$ cat src/tt_pkg.sv
`timescale 1ns / 1ps
// ----------------------------------------------------------------------------
// tt_pkg
// Types, constants and the per-byte transfer planner for the template tag
// transducer.
// ----------------------------------------------------------------------------
package tt_pkg;

  // template context, one-hot
  typedef enum logic [3:0] {
    M_TEXT    = 4'b0001,
    M_EVAL    = 4'b0010,
    M_PRINT   = 4'b0100,
    M_COMMENT = 4'b1000
  } mode_t;

  typedef enum logic [1:0] {
    CL_NONE  = 2'd0,
    CL_TEXT  = 2'd1,
    CL_PRINT = 2'd2,
    CL_NL    = 2'd3
  } close_t;

  // emit phases, in output order
  localparam int PH_CL1  = 0;
  localparam int PH_HDR  = 1;
  localparam int PH_PFX  = 2;
  localparam int PH_AESC = 3;
  localparam int PH_A    = 4;
  localparam int PH_BESC = 5;
  localparam int PH_B    = 6;
  localparam int PH_CL2  = 7;
  localparam int NUM_PH  = 8;

  localparam int HDR_LEN = 14;
  localparam int PFX_LEN = 12;
  localparam int CL_LEN  = 3;

  // header line, first character in the top byte, ends in a newline
  localparam logic [8*HDR_LEN-1:0] HDR_STR = 112'h7365_6E64_5F68_6561_6465_7273_210A;
  localparam logic [8*PFX_LEN-1:0] PFX_STR = "@out.write((";

  localparam logic [7:0] CH_APOS  = 8'h27;
  localparam logic [7:0] CH_PCT   = 8'h25;
  localparam logic [7:0] CH_LT    = 8'h3C;
  localparam logic [7:0] CH_GT    = 8'h3E;
  localparam logic [7:0] CH_HASH  = 8'h23;
  localparam logic [7:0] CH_EQ    = 8'h3D;
  localparam logic [7:0] CH_BSL   = 8'h5C;
  localparam logic [7:0] CH_RPAR  = 8'h29;
  localparam logic [7:0] CH_NL    = 8'h0A;

  typedef struct packed {
    mode_t mode;
    logic  held;
    logic  after_open;
    logic  seg;
    logic  hdr_sent;
  } state_t;

  // what one input byte produces
  typedef struct packed {
    logic [NUM_PH-1:0] mask;
    close_t            close1;
    close_t            close2;
    logic              pfx_print;
    logic [7:0]        a_byte;
    logic [7:0]        b_byte;
    logic              eos;
  } plan_t;

  typedef struct packed {
    state_t st;
    plan_t  pl;
  } step_t;

  typedef struct packed {
    logic [7:0] out_byte;
    logic       run_last;
    logic       stream_done;
  } out_item_t;

  localparam state_t STATE_RESET = '{mode: M_TEXT, held: 1'b0, after_open: 1'b0,
                                     seg: 1'b0, hdr_sent: 1'b0};

  function automatic step_t content_f(step_t s, logic [7:0] c);
    step_t r;
    logic  esc;
    r   = s;
    esc = (s.st.mode == M_TEXT) && (c == CH_APOS);
    if (s.st.mode != M_COMMENT) begin
      if (!s.st.seg) begin
        if ((s.st.mode == M_TEXT || s.st.mode == M_PRINT) && !s.st.hdr_sent) begin
          r.pl.mask[PH_HDR] = 1'b1;
          r.st.hdr_sent     = 1'b1;
        end
        if (s.st.mode == M_TEXT || s.st.mode == M_PRINT) begin
          r.pl.mask[PH_PFX] = 1'b1;
          r.pl.pfx_print    = (s.st.mode == M_PRINT);
        end
        r.st.seg = 1'b1;
      end
      if (!s.pl.mask[PH_A]) begin
        r.pl.mask[PH_A]    = 1'b1;
        r.pl.mask[PH_AESC] = esc;
        r.pl.a_byte        = c;
      end else begin
        r.pl.mask[PH_B]    = 1'b1;
        r.pl.mask[PH_BESC] = esc;
        r.pl.b_byte        = c;
      end
    end
    return r;
  endfunction

  function automatic step_t close_f(step_t s, logic second);
    step_t  r;
    close_t k;
    r = s;
    if (s.st.mode == M_TEXT) begin
      k = CL_TEXT;
    end else if (s.st.mode == M_PRINT) begin
      k = CL_PRINT;
    end else begin
      k = CL_NL;
    end
    if (s.st.seg) begin
      if (second) begin
        r.pl.mask[PH_CL2] = 1'b1;
        r.pl.close2       = k;
      end else begin
        r.pl.mask[PH_CL1] = 1'b1;
        r.pl.close1       = k;
      end
    end
    r.st.seg = 1'b0;
    return r;
  endfunction

  function automatic step_t step_f(state_t st, logic [7:0] c, logic last);
    step_t r;
    r.st        = st;
    r.pl.mask   = '0;
    r.pl.close1 = CL_NONE;
    r.pl.close2 = CL_NONE;
    r.pl.pfx_print = 1'b0;
    r.pl.a_byte = '0;
    r.pl.b_byte = '0;
    r.pl.eos    = last;
    if (st.mode == M_TEXT) begin
      if (st.held && c == CH_PCT) begin
        r.st.held       = 1'b0;
        r               = close_f(r, 1'b0);
        r.st.mode       = M_EVAL;
        r.st.after_open = 1'b1;
      end else begin
        if (st.held) begin
          r = content_f(r, CH_LT);
        end
        r.st.held = 1'b0;
        if (c == CH_LT) begin
          r.st.held = 1'b1;
        end else begin
          r = content_f(r, c);
        end
      end
    end else if (st.after_open) begin
      r.st.after_open = 1'b0;
      if (c == CH_HASH) begin
        r.st.mode = M_COMMENT;
      end else if (c == CH_EQ) begin
        r.st.mode = M_PRINT;
      end else if (c == CH_PCT) begin
        r.st.held = 1'b1;
      end else begin
        r = content_f(r, c);
      end
    end else if (st.held && c == CH_GT) begin
      r.st.held = 1'b0;
      r         = close_f(r, 1'b0);
      r.st.mode = M_TEXT;
    end else begin
      if (st.held) begin
        r = content_f(r, CH_PCT);
      end
      r.st.held = 1'b0;
      if (c == CH_PCT) begin
        r.st.held = 1'b1;
      end else begin
        r = content_f(r, c);
      end
    end

    if (last) begin
      if (r.st.held) begin
        r = content_f(r, (r.st.mode == M_TEXT) ? CH_LT : CH_PCT);
      end
      r.st.held = 1'b0;
      r         = close_f(r, 1'b1);
      r.st      = STATE_RESET;
    end
    return r;
  endfunction

  function automatic logic [3:0] close_len(close_t k);
    logic [3:0] n;
    case (k)
      CL_TEXT:  n = 4'(CL_LEN);
      CL_PRINT: n = 4'(CL_LEN);
      default:  n = 4'd1;
    endcase
    return n;
  endfunction

  function automatic logic [7:0] close_char(close_t k, logic [3:0] i);
    logic [7:0] ch;
    case (k)
      CL_TEXT: begin
        case (i)
          4'd0:    ch = CH_APOS;
          4'd1:    ch = CH_RPAR;
          default: ch = CH_NL;
        endcase
      end
      CL_PRINT: begin
        case (i)
          4'd0:    ch = CH_RPAR;
          4'd1:    ch = CH_RPAR;
          default: ch = CH_NL;
        endcase
      end
      default: ch = CH_NL;
    endcase
    return ch;
  endfunction

  function automatic logic [7:0] hdr_char(logic [3:0] i);
    return HDR_STR[8*(HDR_LEN-1-int'(i)) +: 8];
  endfunction

  // text and print prefixes differ only in the last character
  function automatic logic [7:0] pfx_char(logic print, logic [3:0] i);
    logic [7:0] ch;
    ch = PFX_STR[8*(PFX_LEN-1-int'(i)) +: 8];
    if (!print && int'(i) == PFX_LEN-1) begin
      ch = CH_APOS;
    end
    return ch;
  endfunction

endpackage

$ cat src/tt_in_if.sv
`timescale 1ns / 1ps
// ----------------------------------------------------------------------------
// tt_in_if
// Template byte channel: valid/ready with source byte and end marker.
// ----------------------------------------------------------------------------
interface tt_in_if;
  logic       valid;
  logic       ready;
  logic [7:0] in_byte;
  logic       end_of_source;

  modport source (output valid, output in_byte, output end_of_source, input ready);
  modport sink   (input valid, input in_byte, input end_of_source, output ready);
endinterface

$ cat src/tt_out_if.sv
`timescale 1ns / 1ps
// ----------------------------------------------------------------------------
// tt_out_if
// Script byte channel: valid/ready with output byte and run markers.
// ----------------------------------------------------------------------------
interface tt_out_if;
  logic       valid;
  logic       ready;
  logic [7:0] out_byte;
  logic       run_last;
  logic       stream_done;

  modport source (output valid, output out_byte, output run_last, output stream_done,
                  input ready);
  modport sink   (input valid, input out_byte, input run_last, input stream_done,
                  output ready);
endinterface

$ cat src/template_tag_transducer_top.sv
`timescale 1ns / 1ps
// ----------------------------------------------------------------------------
// template_tag_transducer_top
// Turns template source bytes into generated script bytes.
// ----------------------------------------------------------------------------
// An input byte's plan is registered in the sequencer, each script byte in the output buffer.
// Throughput: one script byte per cycle while script_out is not stalled; the sequencer takes
//   the next input byte as it emits the last script byte, so plain text runs at 1 byte/cycle.
// Bursts come from header, prefix and closing strings, up to 32 bytes per input byte.
// Reset (rst, synchronous): text context, no held delimiter, header not yet sent,
//   sequencer and output buffer empty.
module template_tag_transducer_top
  import tt_pkg::*;
(
  input  logic    clk,
  input  logic    rst,
  tt_in_if.sink   byte_in,
  tt_out_if.source script_out
);

  state_t     st;
  step_t      step;
  plan_t      act;
  logic [3:0] idx;

  logic [NUM_PH-1:0] cur_oh;
  logic [2:0]        ph;
  logic [3:0]        cur_len;
  logic [7:0]        cur_byte;
  logic              phase_done;
  logic              seq_last;
  logic              emit;
  logic              skid_ready;
  logic              accept;
  out_item_t         item;

  assign step = step_f(st, byte_in.in_byte, byte_in.end_of_source);

  // lowest pending phase
  assign cur_oh = act.mask & (~act.mask + NUM_PH'(1));

  always_comb begin
    ph = '0;
    for (int i = 0; i < NUM_PH; i++) begin
      if (cur_oh[i]) ph = 3'(i);
    end
  end

  always_comb begin
    case (ph)
      3'(PH_CL1): begin
        cur_len  = close_len(act.close1);
        cur_byte = close_char(act.close1, idx);
      end
      3'(PH_HDR): begin
        cur_len  = 4'(HDR_LEN);
        cur_byte = hdr_char(idx);
      end
      3'(PH_PFX): begin
        cur_len  = 4'(PFX_LEN);
        cur_byte = pfx_char(act.pfx_print, idx);
      end
      3'(PH_AESC), 3'(PH_BESC): begin
        cur_len  = 4'd1;
        cur_byte = CH_BSL;
      end
      3'(PH_A): begin
        cur_len  = 4'd1;
        cur_byte = act.a_byte;
      end
      3'(PH_B): begin
        cur_len  = 4'd1;
        cur_byte = act.b_byte;
      end
      default: begin
        cur_len  = close_len(act.close2);
        cur_byte = close_char(act.close2, idx);
      end
    endcase
  end

  assign phase_done = (idx == cur_len - 4'd1);
  assign seq_last   = phase_done && ((act.mask & ~cur_oh) == '0);
  assign emit       = (act.mask != '0) && skid_ready;
  assign byte_in.ready = (act.mask == '0) || (emit && seq_last);
  assign accept     = byte_in.valid && byte_in.ready;

  assign item.out_byte    = cur_byte;
  assign item.run_last    = seq_last;
  assign item.stream_done = seq_last && act.eos;

  always_ff @(posedge clk) begin
    if (rst) begin
      st       <= STATE_RESET;
      act.mask <= '0;
      idx      <= '0;
    end else begin
      if (accept) begin
        st  <= step.st;
        act <= step.pl;
        idx <= '0;
      end else if (emit) begin
        if (phase_done) begin
          act.mask <= act.mask & ~cur_oh;
          idx      <= '0;
        end else begin
          idx <= idx + 4'd1;
        end
      end
    end
  end

  tt_skid u_skid (
    .clk      (clk),
    .rst      (rst),
    .up_valid (emit),
    .up_ready (skid_ready),
    .up_item  (item),
    .dn       (script_out)
  );

endmodule

$ cat src/tt_skid.sv
`timescale 1ns / 1ps
// ----------------------------------------------------------------------------
// tt_skid
// Two-entry output buffer; upstream ready comes from a register only.
// ----------------------------------------------------------------------------
module tt_skid
  import tt_pkg::*;
(
  input  logic      clk,
  input  logic      rst,
  input  logic      up_valid,
  output logic      up_ready,
  input  out_item_t up_item,
  tt_out_if.source  dn
);

  logic      main_vld;
  out_item_t main_item;
  logic      skid_vld;
  out_item_t skid_item;

  assign up_ready       = !skid_vld;
  assign dn.valid       = main_vld;
  assign dn.out_byte    = main_item.out_byte;
  assign dn.run_last    = main_item.run_last;
  assign dn.stream_done = main_item.stream_done;

  always_ff @(posedge clk) begin
    if (rst) begin
      main_vld <= 1'b0;
      skid_vld <= 1'b0;
    end else if (dn.ready || !main_vld) begin
      if (skid_vld) begin
        main_item <= skid_item;
        main_vld  <= 1'b1;
        skid_vld  <= 1'b0;
      end else begin
        main_item <= up_item;
        main_vld  <= up_valid;
      end
    end else if (up_valid && !skid_vld) begin
      skid_item <= up_item;
      skid_vld  <= 1'b1;
    end
  end

endmodule

$ cat src/flat_wrapper.sv
// flat-port wrapper written by rule: the top's interface ports become plain ports
module template_tag_transducer_top_flat import tt_pkg::*;
  (clk, rst, byte_in_valid, byte_in_in_byte, byte_in_end_of_source, byte_in_ready, script_out_valid, script_out_out_byte, script_out_run_last, script_out_stream_done, script_out_ready);
  tt_in_if byte_in_i ();
  tt_out_if script_out_i ();
  input  logic clk;
  input  logic rst;
  input wire logic [$bits(byte_in_i.valid)-1:0] byte_in_valid;
  input wire logic [$bits(byte_in_i.in_byte)-1:0] byte_in_in_byte;
  input wire logic [$bits(byte_in_i.end_of_source)-1:0] byte_in_end_of_source;
  output wire logic [$bits(byte_in_i.ready)-1:0] byte_in_ready;
  output wire logic [$bits(script_out_i.valid)-1:0] script_out_valid;
  output wire logic [$bits(script_out_i.out_byte)-1:0] script_out_out_byte;
  output wire logic [$bits(script_out_i.run_last)-1:0] script_out_run_last;
  output wire logic [$bits(script_out_i.stream_done)-1:0] script_out_stream_done;
  input wire logic [$bits(script_out_i.ready)-1:0] script_out_ready;
  assign byte_in_i.valid = byte_in_valid;
  assign byte_in_i.in_byte = byte_in_in_byte;
  assign byte_in_i.end_of_source = byte_in_end_of_source;
  assign byte_in_ready = byte_in_i.ready;
  assign script_out_valid = script_out_i.valid;
  assign script_out_out_byte = script_out_i.out_byte;
  assign script_out_run_last = script_out_i.run_last;
  assign script_out_stream_done = script_out_i.stream_done;
  assign script_out_i.ready = script_out_ready;
  template_tag_transducer_top u_core (.clk(clk), .rst(rst), .byte_in(byte_in_i), .script_out(script_out_i));
endmodule
$ cat config.mk
export PLATFORM = sky130hd
export DESIGN_NAME = template_tag_transducer_top_flat
export DESIGN_NICKNAME = d
export VERILOG_FILES = /design/src/tt_pkg.sv /design/src/tt_in_if.sv /design/src/tt_out_if.sv /design/src/template_tag_transducer_top.sv /design/src/tt_skid.sv /design/src/flat_wrapper.sv
export SDC_FILE = /design/constraint.sdc
export NUM_CORES = 1
export LEC_CHECK = 0
export BUFFER_PORTS_ARGS = -buffer_cell sky130_fd_sc_hd__buf_2
export CORE_UTILIZATION = 60
export DETAILED_ROUTE_END_ITERATION = 8
export PLACE_DENSITY = 0.79
export SLEW_MARGIN = 20
export SYNTH_ARGS = -nofsm -noshare
export SYNTH_HDL_FRONTEND = slang
export SYNTH_HIERARCHICAL = 1
export SYNTH_SLANG_ARGS = --single-unit
$ cat constraint.sdc
create_clock -name clk -period 4.9 [get_ports clk]
set_input_delay 0.735 -clock clk [delete_from_list [all_inputs] [get_ports clk]]
set_output_delay 0.735 -clock clk [all_outputs]
set_load 0.01 [all_outputs]
# == Word-level counts from Yosys, hierarchy flattened ==
# Index checks and enable logic that the tools add are counted.
# word_totals
out_inout_bits,12
elab_cells,225
regBits,64
in_bits,13
# classes
muxes,109
n_bitwise,6
shifts,2
reduce_logical,48
n_addsub,5
n_eq_ne,34
# op_table
op,n
2-to-1 mux 38 bit,11
2-to-1 mux 34 bit,5
indexed part select 112 x 32 -> 8 bit (first input constant),1
2-to-1 mux 17 bit,6
2-to-1 mux 32 bit,3
indexed part select 96 x 32 -> 8 bit (first input constant),1
2-to-1 mux 8 bit,10
equality test 8 x 6 -> 1 bit (second input constant),7
case mux 8 bit (6 select lines),1
2-to-1 mux 1 bit,35
2-to-1 mux 2 bit,17
case mux 8 bit (2 select lines),2
equality test 4 x 1 -> 1 bit (second input constant),6
2-to-1 mux 6 bit,4
equality test 4 x 3 -> 1 bit (second input constant),5
2-to-1 mux 4 bit,5
2-to-1 mux 3 bit,6
logical AND 1 bit,17
AND 8 bit,2
logical NOT 8 bit,2
inequality test 4 bit (second input constant),4
inverter 8 bit,2
case mux 4 bit (4 select lines),1
case mux 6 bit (2 select lines),1
24 further kinds,50

# == Logic depth before layout (Yosys ltp) ==
# depth
ltp_word,34
mapped_depth,17
ltp_nobuf,15

# == Modules after synthesis ==
# The synthesis kept the hierarchy.
# modules_own_cells
mod,seq_area_each_um2,cells_per_inst,area_per_inst_um2,instances
template_tag_transducer_top,1061.0,432,3560.9,1
tt_skid,640.6,40,847.1,1

# == Worst setup path before layout ==
# OpenSTA, ideal clock, no wires.
# synth_path
path_kind,register to register
startpoint,register u_core/act[25] (netlist bit)
endpoint,"register u_core/act[0] (netlist bit), enable pin"
setup_ns,0.378
synth_period_minus_slack_ns,3.856
t_arrival_ns,3.478
t_required_ns,4.522
path_buffers,0
slack_ns,1.044
path_stages_with_launch,14
cell_sequence,dfxtp_1 > or4_4 > or3_1 > o31a_1 > or2_1 > o21ai_0 > nor2_1 > ha_1 > xor2_1 > nor4_1 > o2111ai_1 > o31ai_2 > nand2b_1 > inv_1
# synth_via
elab_chain_len,18
word_cells_on_any_way,30
classes_between,add/sub: 2; eq/ne: 7; mux: 6; bitwise: 4; reduce/logical: 11
# synth_lines
item,line,source
start: declaration,template_tag_transducer_top.sv:23,plan_t act;
start signal: assignment,template_tag_transducer_top.sv:100,act <= step.pl;
inverter 8 bit,template_tag_transducer_top.sv:40,assign cur_oh = act.mask & (~act.mask + NUM_PH'(1));
adder 8 x 1 -> 8 bit,template_tag_transducer_top.sv:40,
AND 8 bit,template_tag_transducer_top.sv:40,
2-to-1 mux 2 bit,template_tag_transducer_top.sv:45,if (cur_oh[i]) ph = 3'(i);
2-to-1 mux 3 bit (4 in series),template_tag_transducer_top.sv:45,
equality test 3 x 2 -> 1 bit / equality test 3 bit (equally long branches),template_tag_transducer_top.sv:50,case (ph)
OR reduction 4 bit (no source line),n/a,
case mux 4 bit (4 select lines),template_tag_transducer_top.sv:50,
subtractor 4 x 1 -> 4 bit,template_tag_transducer_top.sv:82,assign phase_done = (idx == cur_len - 4'd1);
equality test 4 bit,template_tag_transducer_top.sv:82,
logical AND 1 bit,template_tag_transducer_top.sv:83,assign seq_last = phase_done && ((act.mask & ~cur_oh) == '0);
logical AND 1 bit,template_tag_transducer_top.sv:85,assign byte_in.ready = (act.mask == '0) || (emit && seq_last);
logical OR 1 bit (*),template_tag_transducer_top.sv:85,
logical AND 1 bit (*),template_tag_transducer_top.sv:86,assign accept = byte_in.valid && byte_in.ready;
AND reduction 2 bit (no source line) (*),n/a,
# Every way passes the cells marked *; elsewhere a longest branch is shown, timed or not.
# A chain may end at the register's enable or synchronous reset.

==> results.py <==
metrics = {
    "run_status": {
        "outcome": "finished, final reports clean",
    },
    "min_path": {
        "min_from": "u_core/st[0]",
        "hold_class": "flop to flop",
        "holdPathStages": 1,
        "min_to": "u_core/act[23]",
    },
    "job": {
        "maxCapViolCount": 0,
    },
    "worst_setup_path": {
        "reg2reg_from": "u_core/act[24]",
        "crit_cells": 13,
        "crit_path_max_fanout": 12,
        "slowest_stage": "or4_4",
        "crit_path_end_kind": "output port",
        "rr_endpoint": "u_core/act[14]",
        "required_ns": 4.16,
        "cp_common_cell": "nor2_1",
        "worst_r2r_path_depth": 14,
        "startpoint_type": "flop",
        "cp.buffers_inverters": 1,
        "timing.reg2reg.setup_slack_ns": 0.75,
        "critical_path.top_delay_family": "simple AND/OR/NAND/NOR gates",
        "cp_cell_sequence": "or4_4, or3_1, o31a_1, or2_1, o21ai_0, nor2_1, ha_1, xor2_1, nor4_1, o2111ai_1, nor2_1, a21o_1, buf_2",
        "worst-setup-path-type": "flop to output port",
        "cpPeakStageDelay_ns": 0.60,
        "critPathArrivalTime_ns": 3.72,
    },
    "placed_design": {
        "gp_congestion": 0.9090,
        "dpl.hpwl_mm": 7.770,
        "io_buffers": 24,
    },
    "sta": {
        "hold_viol": 0,
        "clock.fmax_mhz": 224.6,
        "relSlewSlack": 0.4576,
        "report.final.slew_viol_count": 0,
        "period_needed_ns": 4.453,
        "min_period_over_period": 0.9088,
        "final-setup-viol-count": 0,
        "tightest_slew_ns": 0.8078,
        "rsz0062_at_grt": "no",
        "hold_ws_ns": 0.4448,
        "fin_tns_setup_ns": 0,
        "clock_skew_ns": 0.01100,
    },
    "clock_tree": {
        "cts_resized": 0,
        "h-tree-depth": 3,
        "clk_pin_slew_ns": 0.07,
        "worstSkewPairLatency_ns": 0.33,
        "clock-sinks": 64,
        "clock_path_buffers": 2,
        "cts_buffers": 9,
        "cts_tree": "done",
        "cts-root-buf": "clkbuf_8",
        "ctsHoldBuffers": 0,
        "post_cts_buffers": 0,
    },
    "logic_synthesis": {
        "synth_edf_count": 42,
        "netlist_instances": 472,
        "synth_nets": 501,
        "syn_avg_cell_area_sq_um": 9.339,
        "synth_flop_cell": "edfxtp_1",
        "synth_area_sq_um": 4408,
        "synth-async-reset-ratio": 0,
        "ys_ff_latch": 64,
        "synth_seq_area_share": 0.3860,
        "ys_warn_count": 6,
        "synth.distinct_cells": 90,
    },
    "routing": {
        "avgViaCountPerCell": 6.372,
        "drc": 0,
        "ant_nets": 0,
        "routed_wl_mm": 10.38,
        "dr.pass1.iters": 5,
        "wl_per_cell_um": 17.65,
        "via_count": 3747,
        "first_iter_violations": 238,
    },
    "global_route": {
        "antenna_found_initial": 0,
        "grt_pass1_vias": 3454,
        "grt_first_pass_wirelength_mm": 16.83,
        "grt.total_usage": 0.2874,
        "grt_overflow": 0,
        "grt_max_degree": 23,
    },
    "power": {
        "vdd_drop_max_mv": 0.1649,
        "p_leak_nw": 1.742,
        "powerDensity_nw_per_um2": 459.4,
    },
    "die": {
        "initial_core_util": 0.6348,
        "die-height_um": 87.71,
        "io_pins": 25,
        "die_area_sq_um": 7693,
        "num_rows": 30,
        "design.core.area_sq_um": 6944,
        "fp.dieW_um": 87.71,
    },
    "cells_and_area": {
        "fillers": 586,
        "area_delta_synth_final_pct": 6.869,
        "final_common_cell": "edfxtp_1",
        "layout_common_cells": "edfxtp_1, nand2_1, nor2_1",
        "nets": 516,
        "drive_gt1_frac": 0.1748,
        "antenna_cells": 0,
    },
}
-- where the power goes --
part	internal, mW	switching [mW]	total (mW)
Clock	0.184	0.201	0.385
Sequential	0.752	0.0854	0.837
Combinational	0.395	0.547	0.942
Total	1.33	0.833	2.16
-- state kept, by name, indices dropped and copies added, names as in the netlist --
| name | flops |
|---|---|
| u_core/act | 30 |
| u_core/st | 8 |
| u_core/u_skid/dn.stream_done | 1 |
| u_core/u_skid/skid_item | 10 |
| u_core/u_skid/dn.run_last | 1 |
| u_core/idx | 4 |
| u_core/u_skid/dn.valid | 1 |
| u_core/u_skid/dn.out_byte | 8 |
| u_core/u_skid/skid_vld | 1 |
-- worst max-delay path by stage --
stage / slack [ns] / start / endpoint
2_1_floorplan: 1.04 / u_core/act[25] / u_core/act[0]
3_3_place_gp: 0.88 / u_core/act[24] / u_core/act[8]
3_5_place_dp: 0.80 / u_core/act[24] / u_core/act[2]
4_1_cts: 0.43 / u_core/act[24] / byte_in_ready
5_1_grt: 0.22 / u_core/act[24] / byte_in_ready
6_report: 0.45 / u_core/act[24] / byte_in_ready
-- per-layer routing --
metal	wire length (um)	up-vias	GRT usage
li1	-	1825	-
met1	4341	1768	0.3445
met2	5234	122	0.4912
met3	428	32	0.04430
met4	373	0	0.1639
met5	0	-	0
-- layout make-up --
class | count | area (sq um) | area share
clock inverter | 5 | 31.28 | 0.006640
sequential | 64 | 1702 | 0.3612
multi-input combinational | 363 | 2505 | 0.5317
tap | 96 | 120.1 | 0.02550
inverter | 23 | 86.33 | 0.01833
timing repair buffer | 26 | 135.1 | 0.02869
clock buffer | 11 | 131.4 | 0.02789
-- per-stage QoR --
step	power, mW	setup slack (ns)	area [sq um]	cells	util
after CTS	2.157	0.4282	4702	588	0.6771
final	2.164	0.4468	4711	588	0.6784
after detailed placement	1.772	0.8003	4539	572	0.6537
after floorplan	1.561	1.044	4408	472	-
after global routing	2.319	0.2223	4711	588	0.6784
after global placement	1.755	0.8789	4539	572	0.6537
-- cell families (layout without fill, tap and decap cells) --
family	after synthesis	count (layout)	synth area share
buffers and inverters	45	65	0.04768
xor gates and xnor gates	9	9	0.01788
DFF	64	64	0.3860
muxes	13	13	0.03860
AOI/OAI and AO/OA	156	156	0.2438
and+or+nand+nor	168	168	0.2183
adders and majority gates	17	17	0.04769
-- synthesized netlist by cell type (4+ instances only) --
| cell | n | share of area |
|---|---|---|
| edfxtp_1 | 42 | 0.29 |
| nand2_1 | 41 | 0.035 |
| nor2_1 | 38 | 0.032 |
| a21oi_1 | 34 | 0.039 |
| o21ai_0 | 29 | 0.033 |
| dfxtp_1 | 22 | 0.10 |
| inv_1 | 19 | 0.016 |
| ha_1 | 16 | 0.045 |
| nand3_1 | 12 | 0.014 |
| nor3_1 | 12 | 0.014 |
| o31ai_1 | 12 | 0.020 |
| clkbuf_1 | 10 | 0.0085 |
| and2_1 | 9 | 0.013 |
| o21a_1 | 9 | 0.015 |
| mux2_4 | 7 | 0.024 |
| a31oi_1 | 6 | 0.0085 |
| nand2b_1 | 6 | 0.0085 |
| or3_1 | 6 | 0.0085 |
| a211oi_1 | 5 | 0.0085 |
| o22ai_1 | 5 | 0.0071 |
| xnor2_1 | 5 | 0.0099 |
| a21o_1 | 4 | 0.0068 |
| a221oi_1 | 4 | 0.0079 |
| buf_6 | 4 | 0.010 |
| mux2_2 | 4 | 0.010 |
| nand3b_1 | 4 | 0.0068 |
| nor4_1 | 4 | 0.0057 |
| o211ai_1 | 4 | 0.0068 |
| o21ai_1 | 4 | 0.0045 |
| xor2_1 | 4 | 0.0079 |
Power figures use the tool's default switching activity.
